$ cat src/rtl/lmtc_pkg.sv
package lmtc_pkg;

   localparam int DOT_W = 9;
   localparam int LINE_W = 8;
   localparam int COL_W = 8;
   localparam int MODE_W = 2;
   localparam int CSR_INDEX_W = 3;
   localparam int CSR_DATA_W = 8;

   localparam logic [DOT_W-1:0]  SEARCH_DOTS   = 9'd80;
   localparam logic [DOT_W-1:0]  TRANSFER_DOTS = 9'd172;
   localparam logic [DOT_W-1:0]  HBLANK_DOTS   = 9'd204;
   localparam logic [DOT_W-1:0]  LINE_DOTS     = SEARCH_DOTS + TRANSFER_DOTS + HBLANK_DOTS;
   localparam logic [COL_W-1:0]  VISIBLE_WIDTH = 8'd160;
   localparam logic [LINE_W-1:0] VISIBLE_LINES = 8'd144;
   localparam logic [LINE_W-1:0] TOTAL_LINES   = 8'd154;

   localparam logic [7:0] STATUS_OFF = 8'h80;

   localparam logic [MODE_W-1:0] PH_HBLANK   = 2'd0;
   localparam logic [MODE_W-1:0] PH_VBLANK   = 2'd1;
   localparam logic [MODE_W-1:0] PH_SEARCH   = 2'd2;
   localparam logic [MODE_W-1:0] PH_TRANSFER = 2'd3;

   localparam logic [CSR_INDEX_W-1:0] REG_LCD_ENABLE   = 3'd0;
   localparam logic [CSR_INDEX_W-1:0] REG_DOUBLE_SPEED = 3'd1;
   localparam logic [CSR_INDEX_W-1:0] REG_COMPARE_LINE = 3'd2;
   localparam logic [CSR_INDEX_W-1:0] REG_IRQ_HBLANK   = 3'd3;
   localparam logic [CSR_INDEX_W-1:0] REG_IRQ_VBLANK   = 3'd4;
   localparam logic [CSR_INDEX_W-1:0] REG_IRQ_SEARCH   = 3'd5;
   localparam logic [CSR_INDEX_W-1:0] REG_IRQ_MATCH    = 3'd6;

   typedef struct packed {
      logic              lcd_enable;
      logic              double_speed;
      logic [LINE_W-1:0] compare_line;
      logic              irq_hblank_enable;
      logic              irq_vblank_enable;
      logic              irq_search_enable;
      logic              irq_match_enable;
   } cfg_type;

   typedef struct packed {
      logic [MODE_W-1:0] mode;
      logic [LINE_W-1:0] line;
      logic              line_match;
      logic              pixel_strobe;
      logic [COL_W-1:0]  pixel_x;
      logic              stat_irq;
      logic              vblank_irq;
      logic              hblank_start;
      logic [7:0]        status_byte;
   } result_type;

endpackage

$ cat src/rtl/lmtc_channels.sv
interface lmtc_req_if;
   import lmtc_pkg::*;

   logic valid;
   logic ready;
   logic tick;

   modport source (output valid, output tick, input ready);
   modport sink (input valid, input tick, output ready);
endinterface

interface lmtc_rsp_if;
   import lmtc_pkg::*;

   logic              valid;
   logic              ready;
   logic [MODE_W-1:0] mode;
   logic [LINE_W-1:0] line;
   logic              line_match;
   logic              pixel_strobe;
   logic [COL_W-1:0]  pixel_x;
   logic              stat_irq;
   logic              vblank_irq;
   logic              hblank_start;
   logic [7:0]        status_byte;

   modport source (output valid, output mode, output line, output line_match,
                   output pixel_strobe, output pixel_x, output stat_irq,
                   output vblank_irq, output hblank_start, output status_byte,
                   input ready);
   modport sink (input valid, input mode, input line, input line_match,
                 input pixel_strobe, input pixel_x, input stat_irq,
                 input vblank_irq, input hblank_start, input status_byte,
                 output ready);
endinterface

$ cat src/rtl/lmtc_csr.sv
module lmtc_csr (
   input  logic                                clock,
   input  logic                                reset,
   input  logic                                csr_we,
   input  logic [lmtc_pkg::CSR_INDEX_W-1:0]    csr_index,
   input  logic [lmtc_pkg::CSR_DATA_W-1:0]     csr_data,
   output lmtc_pkg::cfg_type                   cfg,
   output logic                                clear_state
);
   import lmtc_pkg::*;

   cfg_type cfg_ff;
   cfg_type cfg_in;

   always_comb begin
      cfg_in = cfg_ff;
      if (csr_we) begin
         unique case (csr_index)
            REG_LCD_ENABLE:   cfg_in.lcd_enable = csr_data[0];
            REG_DOUBLE_SPEED: cfg_in.double_speed = csr_data[0];
            REG_COMPARE_LINE: cfg_in.compare_line = csr_data[LINE_W-1:0];
            REG_IRQ_HBLANK:   cfg_in.irq_hblank_enable = csr_data[0];
            REG_IRQ_VBLANK:   cfg_in.irq_vblank_enable = csr_data[0];
            REG_IRQ_SEARCH:   cfg_in.irq_search_enable = csr_data[0];
            REG_IRQ_MATCH:    cfg_in.irq_match_enable = csr_data[0];
            default:          cfg_in = cfg_ff;
         endcase
      end
   end

   always_ff @(posedge clock) begin
      if (reset) begin
         cfg_ff <= '0;
      end else begin
         cfg_ff <= cfg_in;
      end
   end

   // Turning the display off puts the sequencer back to its reset state at once.
   assign clear_state = csr_we && (csr_index == REG_LCD_ENABLE) && !csr_data[0];
   assign cfg = cfg_ff;

endmodule

$ cat src/rtl/lmtc_seq.sv
module lmtc_seq (
   input  logic                 clock,
   input  logic                 reset,
   input  lmtc_pkg::cfg_type    cfg,
   input  logic                 clear_state,
   input  logic                 step,
   input  logic                 tick,
   output lmtc_pkg::result_type result
);
   import lmtc_pkg::*;

   logic [MODE_W-1:0] phase_ff, phase_in;
   logic [DOT_W-1:0]  dot_ff, dot_in;
   logic [LINE_W-1:0] line_ff, line_in;
   logic [COL_W-1:0]  column_ff, column_in;
   logic              toggle_ff, toggle_in;

   logic [DOT_W-1:0]  dot_inc;
   logic [LINE_W-1:0] line_inc;
   logic              advance;
   logic              new_line;
   logic              match;
   logic              strobe;
   logic [COL_W-1:0]  px;
   logic              stat;
   logic              vbl;
   logic              hbs;

   assign dot_inc = dot_ff + 1'b1;
   assign line_inc = line_ff + 1'b1;

   always_comb begin
      phase_in = phase_ff;
      dot_in = dot_ff;
      line_in = line_ff;
      column_in = column_ff;
      toggle_in = toggle_ff;
      advance = 1'b0;
      new_line = 1'b0;
      strobe = 1'b0;
      px = '0;
      stat = 1'b0;
      vbl = 1'b0;
      hbs = 1'b0;

      if (cfg.lcd_enable && tick) begin
         if (cfg.double_speed) begin
            // At double speed only every second dot moves the sequencer.
            advance = toggle_ff;
            toggle_in = ~toggle_ff;
         end else begin
            advance = 1'b1;
         end
      end

      if (advance) begin
         dot_in = dot_inc;
         case (phase_ff)
            PH_SEARCH: begin
               if (dot_inc >= SEARCH_DOTS) begin
                  phase_in = PH_TRANSFER;
                  dot_in = '0;
               end
            end
            PH_TRANSFER: begin
               if (column_ff < VISIBLE_WIDTH) begin
                  strobe = 1'b1;
                  px = column_ff;
                  column_in = column_ff + 1'b1;
               end
               if (dot_inc >= TRANSFER_DOTS) begin
                  phase_in = PH_HBLANK;
                  dot_in = '0;
                  hbs = 1'b1;
                  stat = cfg.irq_hblank_enable;
               end
            end
            PH_HBLANK: begin
               if (dot_inc >= HBLANK_DOTS) begin
                  dot_in = '0;
                  line_in = line_inc;
                  new_line = 1'b1;
                  if (line_inc >= VISIBLE_LINES) begin
                     phase_in = PH_VBLANK;
                     vbl = 1'b1;
                     stat = cfg.irq_vblank_enable;
                  end else begin
                     phase_in = PH_SEARCH;
                     column_in = '0;
                     stat = cfg.irq_search_enable;
                  end
               end
            end
            default: begin
               if (dot_inc >= LINE_DOTS) begin
                  dot_in = '0;
                  line_in = line_inc;
                  new_line = 1'b1;
                  // The frame wraps after the last line, or when the line count rolls over.
                  if (line_inc >= TOTAL_LINES || line_inc == '0) begin
                     phase_in = PH_SEARCH;
                     column_in = '0;
                     line_in = '0;
                     stat = cfg.irq_search_enable;
                  end
               end
            end
         endcase
         if (new_line && line_in == cfg.compare_line && cfg.irq_match_enable) begin
            stat = 1'b1;
         end
      end

      if (!cfg.lcd_enable) begin
         phase_in = PH_SEARCH;
         dot_in = '0;
         line_in = '0;
         column_in = '0;
         toggle_in = 1'b0;
      end
   end

   assign match = cfg.lcd_enable && (line_in == cfg.compare_line);

   always_comb begin
      result.mode = phase_in;
      result.line = line_in;
      result.line_match = match;
      result.pixel_strobe = strobe;
      result.pixel_x = px;
      result.stat_irq = stat;
      result.vblank_irq = vbl;
      result.hblank_start = hbs;
      if (cfg.lcd_enable) begin
         result.status_byte = {1'b1, cfg.irq_match_enable, cfg.irq_search_enable,
                               cfg.irq_vblank_enable, cfg.irq_hblank_enable,
                               match, phase_in};
      end else begin
         result.status_byte = STATUS_OFF;
      end
   end

   always_ff @(posedge clock) begin
      if (reset || clear_state) begin
         phase_ff <= PH_SEARCH;
         dot_ff <= '0;
         line_ff <= '0;
         column_ff <= '0;
         toggle_ff <= 1'b0;
      end else if (step) begin
         phase_ff <= phase_in;
         dot_ff <= dot_in;
         line_ff <= line_in;
         column_ff <= column_in;
         toggle_ff <= toggle_in;
      end
   end

   a_state_holds_without_step: assert property (
      @(posedge clock) disable iff (reset)
      !step && !clear_state |=> $stable(phase_ff) && $stable(dot_ff) && $stable(line_ff))
      else $error("sequencer state changed without an accepted beat");

   a_line_in_range: assert property (
      @(posedge clock) disable iff (reset)
      line_ff < TOTAL_LINES)
      else $error("line counter passed the last line of the frame");

   a_off_holds_reset: assert property (
      @(posedge clock) disable iff (reset)
      !cfg.lcd_enable |-> phase_ff == PH_SEARCH && dot_ff == '0 && line_ff == '0)
      else $error("sequencer left its reset state while the display is off");

endmodule

$ cat src/rtl/lcd_mode_timing_controller.sv
// A beat is held in the input register until the sequencer steps it into the output
// register, and its result shows on the rsp channel from the output register.
// Throughput: one beat per cycle; an input register and an output register let the
// sequencer step on every cycle in which the output register can be refilled.
// Reset (synchronous, active high) clears the valid flags, the configuration and the
// sequencer: display off, sequencer in OAM search on line 0, no beats held.
module lcd_mode_timing_controller (
   input  logic                              clock,
   input  logic                              reset,
   lmtc_req_if.sink                          req_ch,
   lmtc_rsp_if.source                        rsp_ch,
   input  logic                              csr_we,
   input  logic [lmtc_pkg::CSR_INDEX_W-1:0]  csr_index,
   input  logic [lmtc_pkg::CSR_DATA_W-1:0]   csr_data
);
   import lmtc_pkg::*;

   cfg_type    cfg;
   logic       clear_state;
   result_type result;

   logic       in_valid_ff, in_valid_in;
   logic       in_tick_ff, in_tick_in;
   logic       rsp_valid_ff, rsp_valid_in;
   result_type rsp_ff, rsp_in;
   logic       out_free;
   logic       step;
   logic       req_fire;

   assign out_free = !rsp_valid_ff || rsp_ch.ready;
   assign step = in_valid_ff && out_free;
   assign req_ch.ready = !in_valid_ff || out_free;
   assign req_fire = req_ch.valid && req_ch.ready;

   lmtc_csr u_csr (
      .clock       (clock),
      .reset       (reset),
      .csr_we      (csr_we),
      .csr_index   (csr_index),
      .csr_data    (csr_data),
      .cfg         (cfg),
      .clear_state (clear_state)
   );

   lmtc_seq u_seq (
      .clock       (clock),
      .reset       (reset),
      .cfg         (cfg),
      .clear_state (clear_state),
      .step        (step),
      .tick        (in_tick_ff),
      .result      (result)
   );

   always_comb begin
      in_valid_in = in_valid_ff;
      in_tick_in = in_tick_ff;
      if (req_fire) begin
         in_valid_in = 1'b1;
         in_tick_in = req_ch.tick;
      end else if (step) begin
         in_valid_in = 1'b0;
      end
   end

   always_comb begin
      rsp_valid_in = rsp_valid_ff;
      rsp_in = rsp_ff;
      if (step) begin
         rsp_valid_in = 1'b1;
         rsp_in = result;
      end else if (rsp_ch.ready) begin
         rsp_valid_in = 1'b0;
      end
   end

   always_ff @(posedge clock) begin
      if (reset) begin
         in_valid_ff <= 1'b0;
         rsp_valid_ff <= 1'b0;
      end else begin
         in_valid_ff <= in_valid_in;
         rsp_valid_ff <= rsp_valid_in;
      end
   end

   always_ff @(posedge clock) begin
      in_tick_ff <= in_tick_in;
      rsp_ff <= rsp_in;
   end

   assign rsp_ch.valid = rsp_valid_ff;
   assign rsp_ch.mode = rsp_ff.mode;
   assign rsp_ch.line = rsp_ff.line;
   assign rsp_ch.line_match = rsp_ff.line_match;
   assign rsp_ch.pixel_strobe = rsp_ff.pixel_strobe;
   assign rsp_ch.pixel_x = rsp_ff.pixel_x;
   assign rsp_ch.stat_irq = rsp_ff.stat_irq;
   assign rsp_ch.vblank_irq = rsp_ff.vblank_irq;
   assign rsp_ch.hblank_start = rsp_ff.hblank_start;
   assign rsp_ch.status_byte = rsp_ff.status_byte;

   a_hblank_pulse_mode: assert property (
      @(posedge clock) disable iff (reset)
      rsp_valid_ff && rsp_ff.hblank_start |-> rsp_ff.mode == PH_HBLANK)
      else $error("h-blank start beat does not report h-blank mode");

   a_vblank_pulse_mode: assert property (
      @(posedge clock) disable iff (reset)
      rsp_valid_ff && rsp_ff.vblank_irq |-> rsp_ff.mode == PH_VBLANK &&
                                            rsp_ff.line == VISIBLE_LINES)
      else $error("v-blank interrupt beat is not on the first v-blank line");

   a_step_fills_output: assert property (
      @(posedge clock) disable iff (reset)
      step |=> rsp_valid_ff)
      else $error("a stepped beat did not reach the output register");

endmodule

$ cat src/flat_wrapper.sv
// flat-port wrapper written by rule: the top's interface ports become plain ports
module lcd_mode_timing_controller_flat import lmtc_pkg::*;
  (clock, reset, csr_we, csr_index, csr_data, req_ch_valid, req_ch_tick, req_ch_ready, rsp_ch_valid, rsp_ch_mode, rsp_ch_line, rsp_ch_line_match, rsp_ch_pixel_strobe, rsp_ch_pixel_x, rsp_ch_stat_irq, rsp_ch_vblank_irq, rsp_ch_hblank_start, rsp_ch_status_byte, rsp_ch_ready);
  lmtc_req_if req_ch_i ();
  lmtc_rsp_if rsp_ch_i ();
  input  logic clock;
  input  logic reset;
  input  logic csr_we;
  input  logic [lmtc_pkg::CSR_INDEX_W-1:0] csr_index;
  input  logic [lmtc_pkg::CSR_DATA_W-1:0] csr_data;
  input wire logic [$bits(req_ch_i.valid)-1:0] req_ch_valid;
  input wire logic [$bits(req_ch_i.tick)-1:0] req_ch_tick;
  output wire logic [$bits(req_ch_i.ready)-1:0] req_ch_ready;
  output wire logic [$bits(rsp_ch_i.valid)-1:0] rsp_ch_valid;
  output wire logic [$bits(rsp_ch_i.mode)-1:0] rsp_ch_mode;
  output wire logic [$bits(rsp_ch_i.line)-1:0] rsp_ch_line;
  output wire logic [$bits(rsp_ch_i.line_match)-1:0] rsp_ch_line_match;
  output wire logic [$bits(rsp_ch_i.pixel_strobe)-1:0] rsp_ch_pixel_strobe;
  output wire logic [$bits(rsp_ch_i.pixel_x)-1:0] rsp_ch_pixel_x;
  output wire logic [$bits(rsp_ch_i.stat_irq)-1:0] rsp_ch_stat_irq;
  output wire logic [$bits(rsp_ch_i.vblank_irq)-1:0] rsp_ch_vblank_irq;
  output wire logic [$bits(rsp_ch_i.hblank_start)-1:0] rsp_ch_hblank_start;
  output wire logic [$bits(rsp_ch_i.status_byte)-1:0] rsp_ch_status_byte;
  input wire logic [$bits(rsp_ch_i.ready)-1:0] rsp_ch_ready;
  assign req_ch_i.valid = req_ch_valid;
  assign req_ch_i.tick = req_ch_tick;
  assign req_ch_ready = req_ch_i.ready;
  assign rsp_ch_valid = rsp_ch_i.valid;
  assign rsp_ch_mode = rsp_ch_i.mode;
  assign rsp_ch_line = rsp_ch_i.line;
  assign rsp_ch_line_match = rsp_ch_i.line_match;
  assign rsp_ch_pixel_strobe = rsp_ch_i.pixel_strobe;
  assign rsp_ch_pixel_x = rsp_ch_i.pixel_x;
  assign rsp_ch_stat_irq = rsp_ch_i.stat_irq;
  assign rsp_ch_vblank_irq = rsp_ch_i.vblank_irq;
  assign rsp_ch_hblank_start = rsp_ch_i.hblank_start;
  assign rsp_ch_status_byte = rsp_ch_i.status_byte;
  assign rsp_ch_i.ready = rsp_ch_ready;
  lcd_mode_timing_controller u_core (.clock(clock), .reset(reset), .req_ch(req_ch_i), .rsp_ch(rsp_ch_i), .csr_we(csr_we), .csr_index(csr_index), .csr_data(csr_data));
endmodule
$ cat config.mk
export PLATFORM = sky130hd
export DESIGN_NAME = lcd_mode_timing_controller_flat
export DESIGN_NICKNAME = d
export VERILOG_FILES = /design/src/rtl/lmtc_pkg.sv /design/src/rtl/lmtc_channels.sv /design/src/rtl/lmtc_csr.sv /design/src/rtl/lmtc_seq.sv /design/src/rtl/lcd_mode_timing_controller.sv /design/src/flat_wrapper.sv
export SDC_FILE = /design/constraint.sdc
export NUM_CORES = 1
export LEC_CHECK = 0
export ABC_CLOCK_PERIOD_IN_PS = 3700
export BUFFER_PORTS_ARGS = -buffer_cell sky130_fd_sc_hd__buf_2
export CAP_MARGIN = 10
export CORE_MARGIN = 10
export CORE_UTILIZATION = 40
export DETAILED_ROUTE_END_ITERATION = 8
export GPL_TIMING_DRIVEN = 0
export HOLD_SLACK_MARGIN = 0.02
export PLACE_DENSITY = 0.57
export SLEW_MARGIN = 20
export SYNTH_ARGS = -nofsm -noshare
export SYNTH_HDL_FRONTEND = slang
export SYNTH_HIERARCHICAL = 1
export SYNTH_SLANG_ARGS = --single-unit
$ cat constraint.sdc
create_clock -name clock -period 3.7 [get_ports clock]
set_clock_uncertainty 0.1 [all_clocks]
set_input_delay 0.74 -clock clock [delete_from_list [all_inputs] [get_ports clock]]
set_output_delay 0.74 -clock clock [all_outputs]
set_load 0.03 [all_outputs]
## Yosys cells after proc, flatten, opt, wreduce, memory -nomap -nowiden

Index checks and enable logic that the tools add are counted.

- Output and inout bits: 33
- Input bits: 17
- Logic and storage cells: 143
- Flip-flop bits (word level): 76

- Order comparisons: 7
- $add $sub $neg: 3
- Equality and inequality tests: 19
- Reduce and logical (&&, ||, !) cells: 34
- Bitwise gates (word level): 1
- Muxes and demuxes: 54

Operator list:

| cell | count |
|---|---|
| two-way mux 8 bit | 13 |
| two-way mux 9 bit | 6 |
| one-hot mux 9 bit (3 select lines) | 1 |
| one-hot mux 8 bit (3 select lines) | 1 |
| two-way mux 1 bit | 21 |
| greater-or-equal comparator 9 x 8 -> 1 bit, second input constant | 2 |
| AND reduction 2 bit | 9 |
| adder 8 x 1 -> 8 bit, second input constant | 2 |
| equality test 8 bit | 2 |
| greater-or-equal comparator 8 bit, second input constant | 2 |
| two-way mux 2 bit | 8 |
| one-hot mux 8 bit (2 select lines) | 1 |
| adder 9 x 1 -> 9 bit, second input constant | 1 |
| equality test 3 bit, second input constant | 3 |
| greater-or-equal comparator 9 x 7 -> 1 bit, second input constant | 1 |
| greater-or-equal comparator 9 bit, second input constant | 1 |
| != test 3 bit, second input constant | 3 |
| AND reduction 3 bit | 3 |
| logical AND 1 bit | 8 |
| zero test 8 bit | 1 |
| < comparator 8 bit, second input constant | 1 |
| != test 2 bit, second input constant | 4 |
| != test 4 bit, second input constant | 2 |
| AND reduction 8 bit | 1 |
| other kinds (13) | 21 |

## Depth between registers and ports, before layout

- Depth after elaboration: 11
- Depth in mapped cells: 14
- Depth with buffers taken out: 10

## Hierarchy

Netlist, hierarchy kept.

Modules (own cells, without submodules):

| module | area an instance (um^2) | sequential area each (um^2) | cells an instance | instances |
|---|---|---|---|---|
| lmtc_seq | 3699.8 | 560.5 | 510 | 1 |
| lcd_mode_timing_controller | 1064.8 | 1001.0 | 42 | 1 |
| lmtc_csr | 651.9 | 280.3 | 61 | 1 |

## Least setup slack after synthesis

Ideal clock, no wire load.

- Path kind: register to register
- Start point: register u_core.u_seq.line_ff[1]
- End point: register u_core.rsp_ff, in the netlist u_core/rsp_ch.line_match (data pin)
- Data required time: 3.349 ns
- Stages on the path, launching flop included: 14
- Arrival: 2.786 ns
- Setup slack: 0.563 ns
- Library setup time: 0.251 ns
- Clock period less this slack: 3.137 ns
- Path buffers: 3
- Cell sequence: dfxtp_1 -> ha_1 -> buf_2 -> and3_1 -> buf_2 -> nor4_4 -> a2bb2oi_1 -> o32a_1 -> a21oi_1 -> nor2_1 -> or4_1 -> o2111ai_1 -> a2111oi_2 -> buf_4

- Cells in the longest elaborated chain, start to end: 11
- Elaborated cells on any way between the ends: 13
- Those cells by class: add/sub (1); order compare (1); eq/ne (1); mux (7); reduce/logical (3)

RTL lines:

| element | line | source |
|---|---|---|
| from (decl) | lmtc_seq.sv:14 | `logic [LINE_W-1:0] line_ff, line_in;` |
| from (signal assigned) | lmtc_seq.sv:153 | `line_ff <= line_in;` |
| adder 8 x 1 -> 8 bit | lmtc_seq.sv:30 | `assign line_inc = line_ff + 1'b1;` |
| greater-or-equal comparator 8 bit / zero test 8 bit (equally long branches) | lmtc_seq.sv:100 | `if (line_inc >= TOTAL_LINES \|\| line_inc == '0) begin` |
| logical OR 1 bit | lmtc_seq.sv:100 |  |
| two-way mux 8 bit | lmtc_seq.sv:100 |  |
| two-way mux 8 bit | lmtc_seq.sv:95 | `if (dot_inc >= LINE_DOTS) begin` |
| one-hot mux 8 bit (2 select lines) | lmtc_seq.sv:58 | `case (phase_ff)` |
| two-way mux 8 bit | lmtc_seq.sv:56 | `if (advance) begin` |
| two-way mux 8 bit * | lmtc_seq.sv:56 |  |
| two-way mux 8 bit * | lmtc_seq.sv:114 | `if (!cfg.lcd_enable) begin` |
| equality test 8 bit * | lmtc_seq.sv:123 | `assign match = cfg.lcd_enable && (line_in == cfg.compare_line);` |
| logical AND 1 bit * | lmtc_seq.sv:123 |  |
| net u_core.u_seq.match | lmtc_seq.sv:22 | `logic match;` |
| to (signal assigned) | lcd_mode_timing_controller.sv:89 | `rsp_ff <= rsp_in;` |
| to (decl) | lcd_mode_timing_controller.sv:25 | `result_type rsp_ff, rsp_in;` |

The timed path passes the listed nets; every way through them passes the cells marked *. The select of a mux whose other input is x is not followed.
A chain may end at the register's enable or synchronous reset.

## Worst setup path in the final report

- Start point: register u_core.u_seq.line_ff[0]
- End point: register u_core.rsp_ff, in the netlist u_core/rsp_ch.status_byte[2] (data pin)

Same word-level chain as after synthesis.

==> out/summary.md <==
## Run status
* **run status** finished, final reports clean

## Critical path
* **end of the critical path** u_core/rsp_ch.status_byte[2]
* **startpoint of the most critical setup path** u_core/u_seq/line_ff[0]
* **setup slack of the most critical reg-to-reg path** 0.08 ns
* **endpoint type of the worst setup path** register
* **endpoint of the most critical register-to-register path** u_core/rsp_ch.status_byte[2]
* **type of element launching the critical path** register
* **Worst R2R Path Depth** 14
* **type of the worst setup path** register to register
* **arrival time at the worst endpoint** 3.62 ns
* **startpoint of the worst register-to-register path** u_core/u_seq/line_ff[0]
* **required time of the critical path** 3.70 ns
* **highest net fanout along the worst path** 10

## CTS
* **buffers from clock root to sink, at most** 2
* **Worst-path clk slew** 0.06 ns
* **clock tree from TritonCTS** done
* **clock latency reported for the late side of the worst-skew pair** 0.34 ns
* **buffer type at the clock tree root** sky130_fd_sc_hd__clkbuf_16
* **clock buffer count from CTS** 9
* **H-tree lvl count** 3
* **number of clock sinks seen by CTS** 76
* **hold buffer count at cts** 0

## Routing
* **DRT iter0 DRCs** 454
* **Via Count** 5,183
* **iteration count of the initial detailed-routing pass** 5
* **via count normalized by instance count** 6.00
* **DR DRC count** 0
* **number of routed nets with antenna violations** 0
* **routed wirelength normalized by instance count** 20.3 um
* **wirelength, routed** 17.6 mm

## Global route
* **global route total overflow** 0
* **largest net degree at the start of global routing** 33
* **overall global routing resource usage** 18.4%
* **antenna violations before repair** 0
* **number of global-route vias before repair** 4,887
* **global-route wire length before repair** 26.9 mm

## Floorplanning
* **starting density of the core** 40.9%
* **die footprint** 0.0186 sq mm
* **Core Box Area** 0.0132 sq mm
* **number of placed I/O pins** 50
* **placement row count** 42
* **Die Ht** 136 um
* **die span in x** 136 um

## Placed design
* **post-detail-place hpwl** 13.0 mm
* **Final Wtd Congestion** 0.961
* **post-placement setup slack** -0.368 ns
* **post-place instance area** 0.00588 sq mm
* **count of input and output buffers** 49
* **cell count after placement** 838

## Cells and area
* **Non-Filler Instances** 864
* **number of nets at the end of the flow** 709
* **Non-Filler Cell Area, Final** 0.00648 sq mm
* **diodes inserted** 0
* **layout overhead on the synthesized area** 19.6%
* **Filler Cells Inserted** 1,280
* **fraction of final layout cells sized beyond drive strength 1** 24.1%

## Logic synthesis
* **count of yosys warnings during synthesis** 6
* **register area share after synthesis** 34.0%
* **Cells after Synth** 613
* **register bit total from synthesis** 76
* **per-instance average area after synthesis** 8.84 sq um
* **Yosys top cell by area** sky130_fd_sc_hd__edfxtp_1
* **post-synthesis instance area** 0.00542 sq mm
* **biggest area contributors in the synthesized netlist** sky130_fd_sc_hd__edfxtp_1 (18%), sky130_fd_sc_hd__dfxtp_1 (16%), sky130_fd_sc_hd__mux2i_1 (4.1%)
* **EDFF count, synth** 32
* **post-synth net total** 639
* **number of library cell types mapped by synthesis** 93
* **area share of the largest cell type after synthesis** 17.7%
* **proportion of synthesized flip-flops having asynchronous set or reset** 0%
* **Post-synth top flop** sky130_fd_sc_hd__dfxtp_1

## Timing
* **Tightest Pin Transition** 0.836 ns
* **number of setup violations in the final report** 0
* **Slew headroom** 44.3%
* **setup TNS** 0 ns
* **highest achievable clock rate** 276 MHz
* **number of pins exceeding their max-slew limit in the final report** 0
* **shortest clock period the worst path allows after layout** 3.62 ns
* **Tcrit/Tclk final** 97.8%
* **post-route worst setup slack** 0.0798 ns
* **final hold violation count** 0

## Pwr
* **Net Sw Power** 0.482 mW
* **Power per Cell Area** 312 mW/mm^2
* **internal cell power** 1.54 mW
* **maximum ir drop on the vdd rail** 0.163 mV
* **fraction of power spent switching nets** 23.8%
* **leakage component of the power** 2.30 nW
* **Seq pwr share** 44.7%
* **clock network fraction of design power** 46.5%
* **combinational share of power** 8.8%
* **power after layout** 2.02 mW

## Hold path
* **cell count of the worst hold path** 2
* **path class of the lowest-slack min-delay path** register to register

## Run
* **number of violations of the max-capacitance limit** 0

-- placed cells by master (no fill, tap or decap), drive strengths merged, types with 5 or more instances in the layout --
cell,count
nor4,7
nand2b,29
a22oi,5
a311oi,7
ha,9
a21oi,31
o2111ai,8
o21ai,23
o311ai,6
xnor2,17
o22ai,6
nand3,23
nand2,42
edfxtp,32
a31oi,9
and2,22
buf,88
dfxtp,44
nor2,53
and3,10
clkbuf,31
nor3,22
inv,20
nand4,8
mux2i,22
a211oi,5
o21a,7
o211ai,9
-- cells in the mapped netlist, drive strengths merged, types with 10 or more instances --
cell	n
nor3	22
a21oi	31
edfxtp	32
xnor2	17
mux2i	22
nand3	23
inv	20
and3	10
clkbuf	19
o21ai	23
dfxtp	44
nand2	42
nand2b	29
and2	22
nor2	53
buf	31
-- sequential cells by signal, summed over array words and instances, names as in the netlist, 2 cells and up --
name	cells
u_core/rsp_ch.mode	2
u_core/u_seq/column_ff	8
u_core/u_seq/dot_ff	9
u_core/u_seq/phase_ff	2
u_core/u_csr/cfg	14
u_core/rsp_ch.pixel_x	8
u_core/rsp_ch.status_byte	8
u_core/u_seq/line_ff	8
u_core/rsp_ch.line	8
-- repair_timing --
action | in CTS | in global routing
pin swaps | 0 | 7
gates cloned | 0 | 0
hold endpoints to repair | 0 | 0
setup endpoints to repair | 11 | 9
setup buffers | 0 | 10
gates resized for setup | 5 | 37
-- power groups by stage --
stage / sequential (mW) / clock [mW] / combinational [mW]
global placement: 0.922 / 0 / 0.170
floorplan: 0.949 / 0 / 0.0835
detailed placement: 0.923 / 0 / 0.171
global route: 0.907 / 0.990 / 0.191
finish: 0.904 / 0.940 / 0.178
CTS: 0.905 / 0.963 / 0.173
-- cell type report --
cell class / instances / area, sq um / area share (%)
plain buffers: 50 / 282 / 4.35
clock buffers: 10 / 229 / 3.53
clock inverters: 6 / 88.8 / 1.37
inverters: 20 / 75.1 / 1.16
multi-input cells: 467 / 3420 / 52.7
flip-flops and latches: 76 / 1850 / 28.5
well taps: 176 / 220 / 3.40
repair buffers: 59 / 320 / 4.94
-- logic make-up after synthesis --
group	after synthesis	synth area share (%)
XOR/XNOR	18	2.91
flip-flops	76	34.0
other	1	0.0692
multiplexers	25	4.69
AND/OR/NAND/NOR	250	26.1
AO/OA/AOI/OAI	164	23.7
buffers and inverters	70	6.38
adder cells (fa/ha/maj)	9	2.08
-- stage by stage --
| stage | hold WS [ns] | utilization [%] |
|---|---|---|
| after CTS | 0.381 | 47.1 |
| after global placement | 0.366 | 44.4 |
| final | 0.382 | 48.9 |
| after detailed placement | 0.363 | 44.4 |
| after global routing | 0.431 | 48.9 |
| after floorplan | 0.347 | - |
-- worst max-delay path: stages, from the launching register on --
cell and delay (ns):
sky130_fd_sc_hd__dfxtp_1 0.36, sky130_fd_sc_hd__ha_1 0.21, sky130_fd_sc_hd__clkbuf_4 0.19, sky130_fd_sc_hd__and3_1 0.19
sky130_fd_sc_hd__buf_2 0.18, sky130_fd_sc_hd__nor4_4 0.38, sky130_fd_sc_hd__a2bb2oi_2 0.12, sky130_fd_sc_hd__o32a_4 0.25
sky130_fd_sc_hd__a21oi_2 0.14, sky130_fd_sc_hd__nor2_2 0.10, sky130_fd_sc_hd__or4_4 0.52, sky130_fd_sc_hd__o2111ai_4 0.25
sky130_fd_sc_hd__a2111oi_4 0.08, sky130_fd_sc_hd__buf_4 0.20, sky130_fd_sc_hd__buf_4 0.12
-- layer usage --
layer / track usage [%] / up-vias / wire (um)
met5: 0 / - / 0
li1: - / 2434 / -
met3: 3.87 / 29 / 1220
met4: 5.92 / 0 / 337
met1: 23.8 / 2517 / 7850
met2: 30.0 / 203 / 8150
-- worst min-delay path by stage --
stage	from	end	slack, ns
final	u_core/u_csr/cfg[4]	u_core/u_csr/cfg[4]	0.38
after global routing	u_core/in_valid_ff	u_core/rsp_ch.valid	0.43
after CTS	u_core/u_csr/cfg[4]	u_core/u_csr/cfg[4]	0.38
after detailed placement	u_core/u_csr/cfg[4]	u_core/u_csr/cfg[4]	0.36
after global placement	u_core/u_csr/cfg[4]	u_core/u_csr/cfg[4]	0.37
after floorplan	u_core/u_csr/cfg[4]	u_core/u_csr/cfg[4]	0.35
No activity file was read; power rests on OpenSTA's default activity.
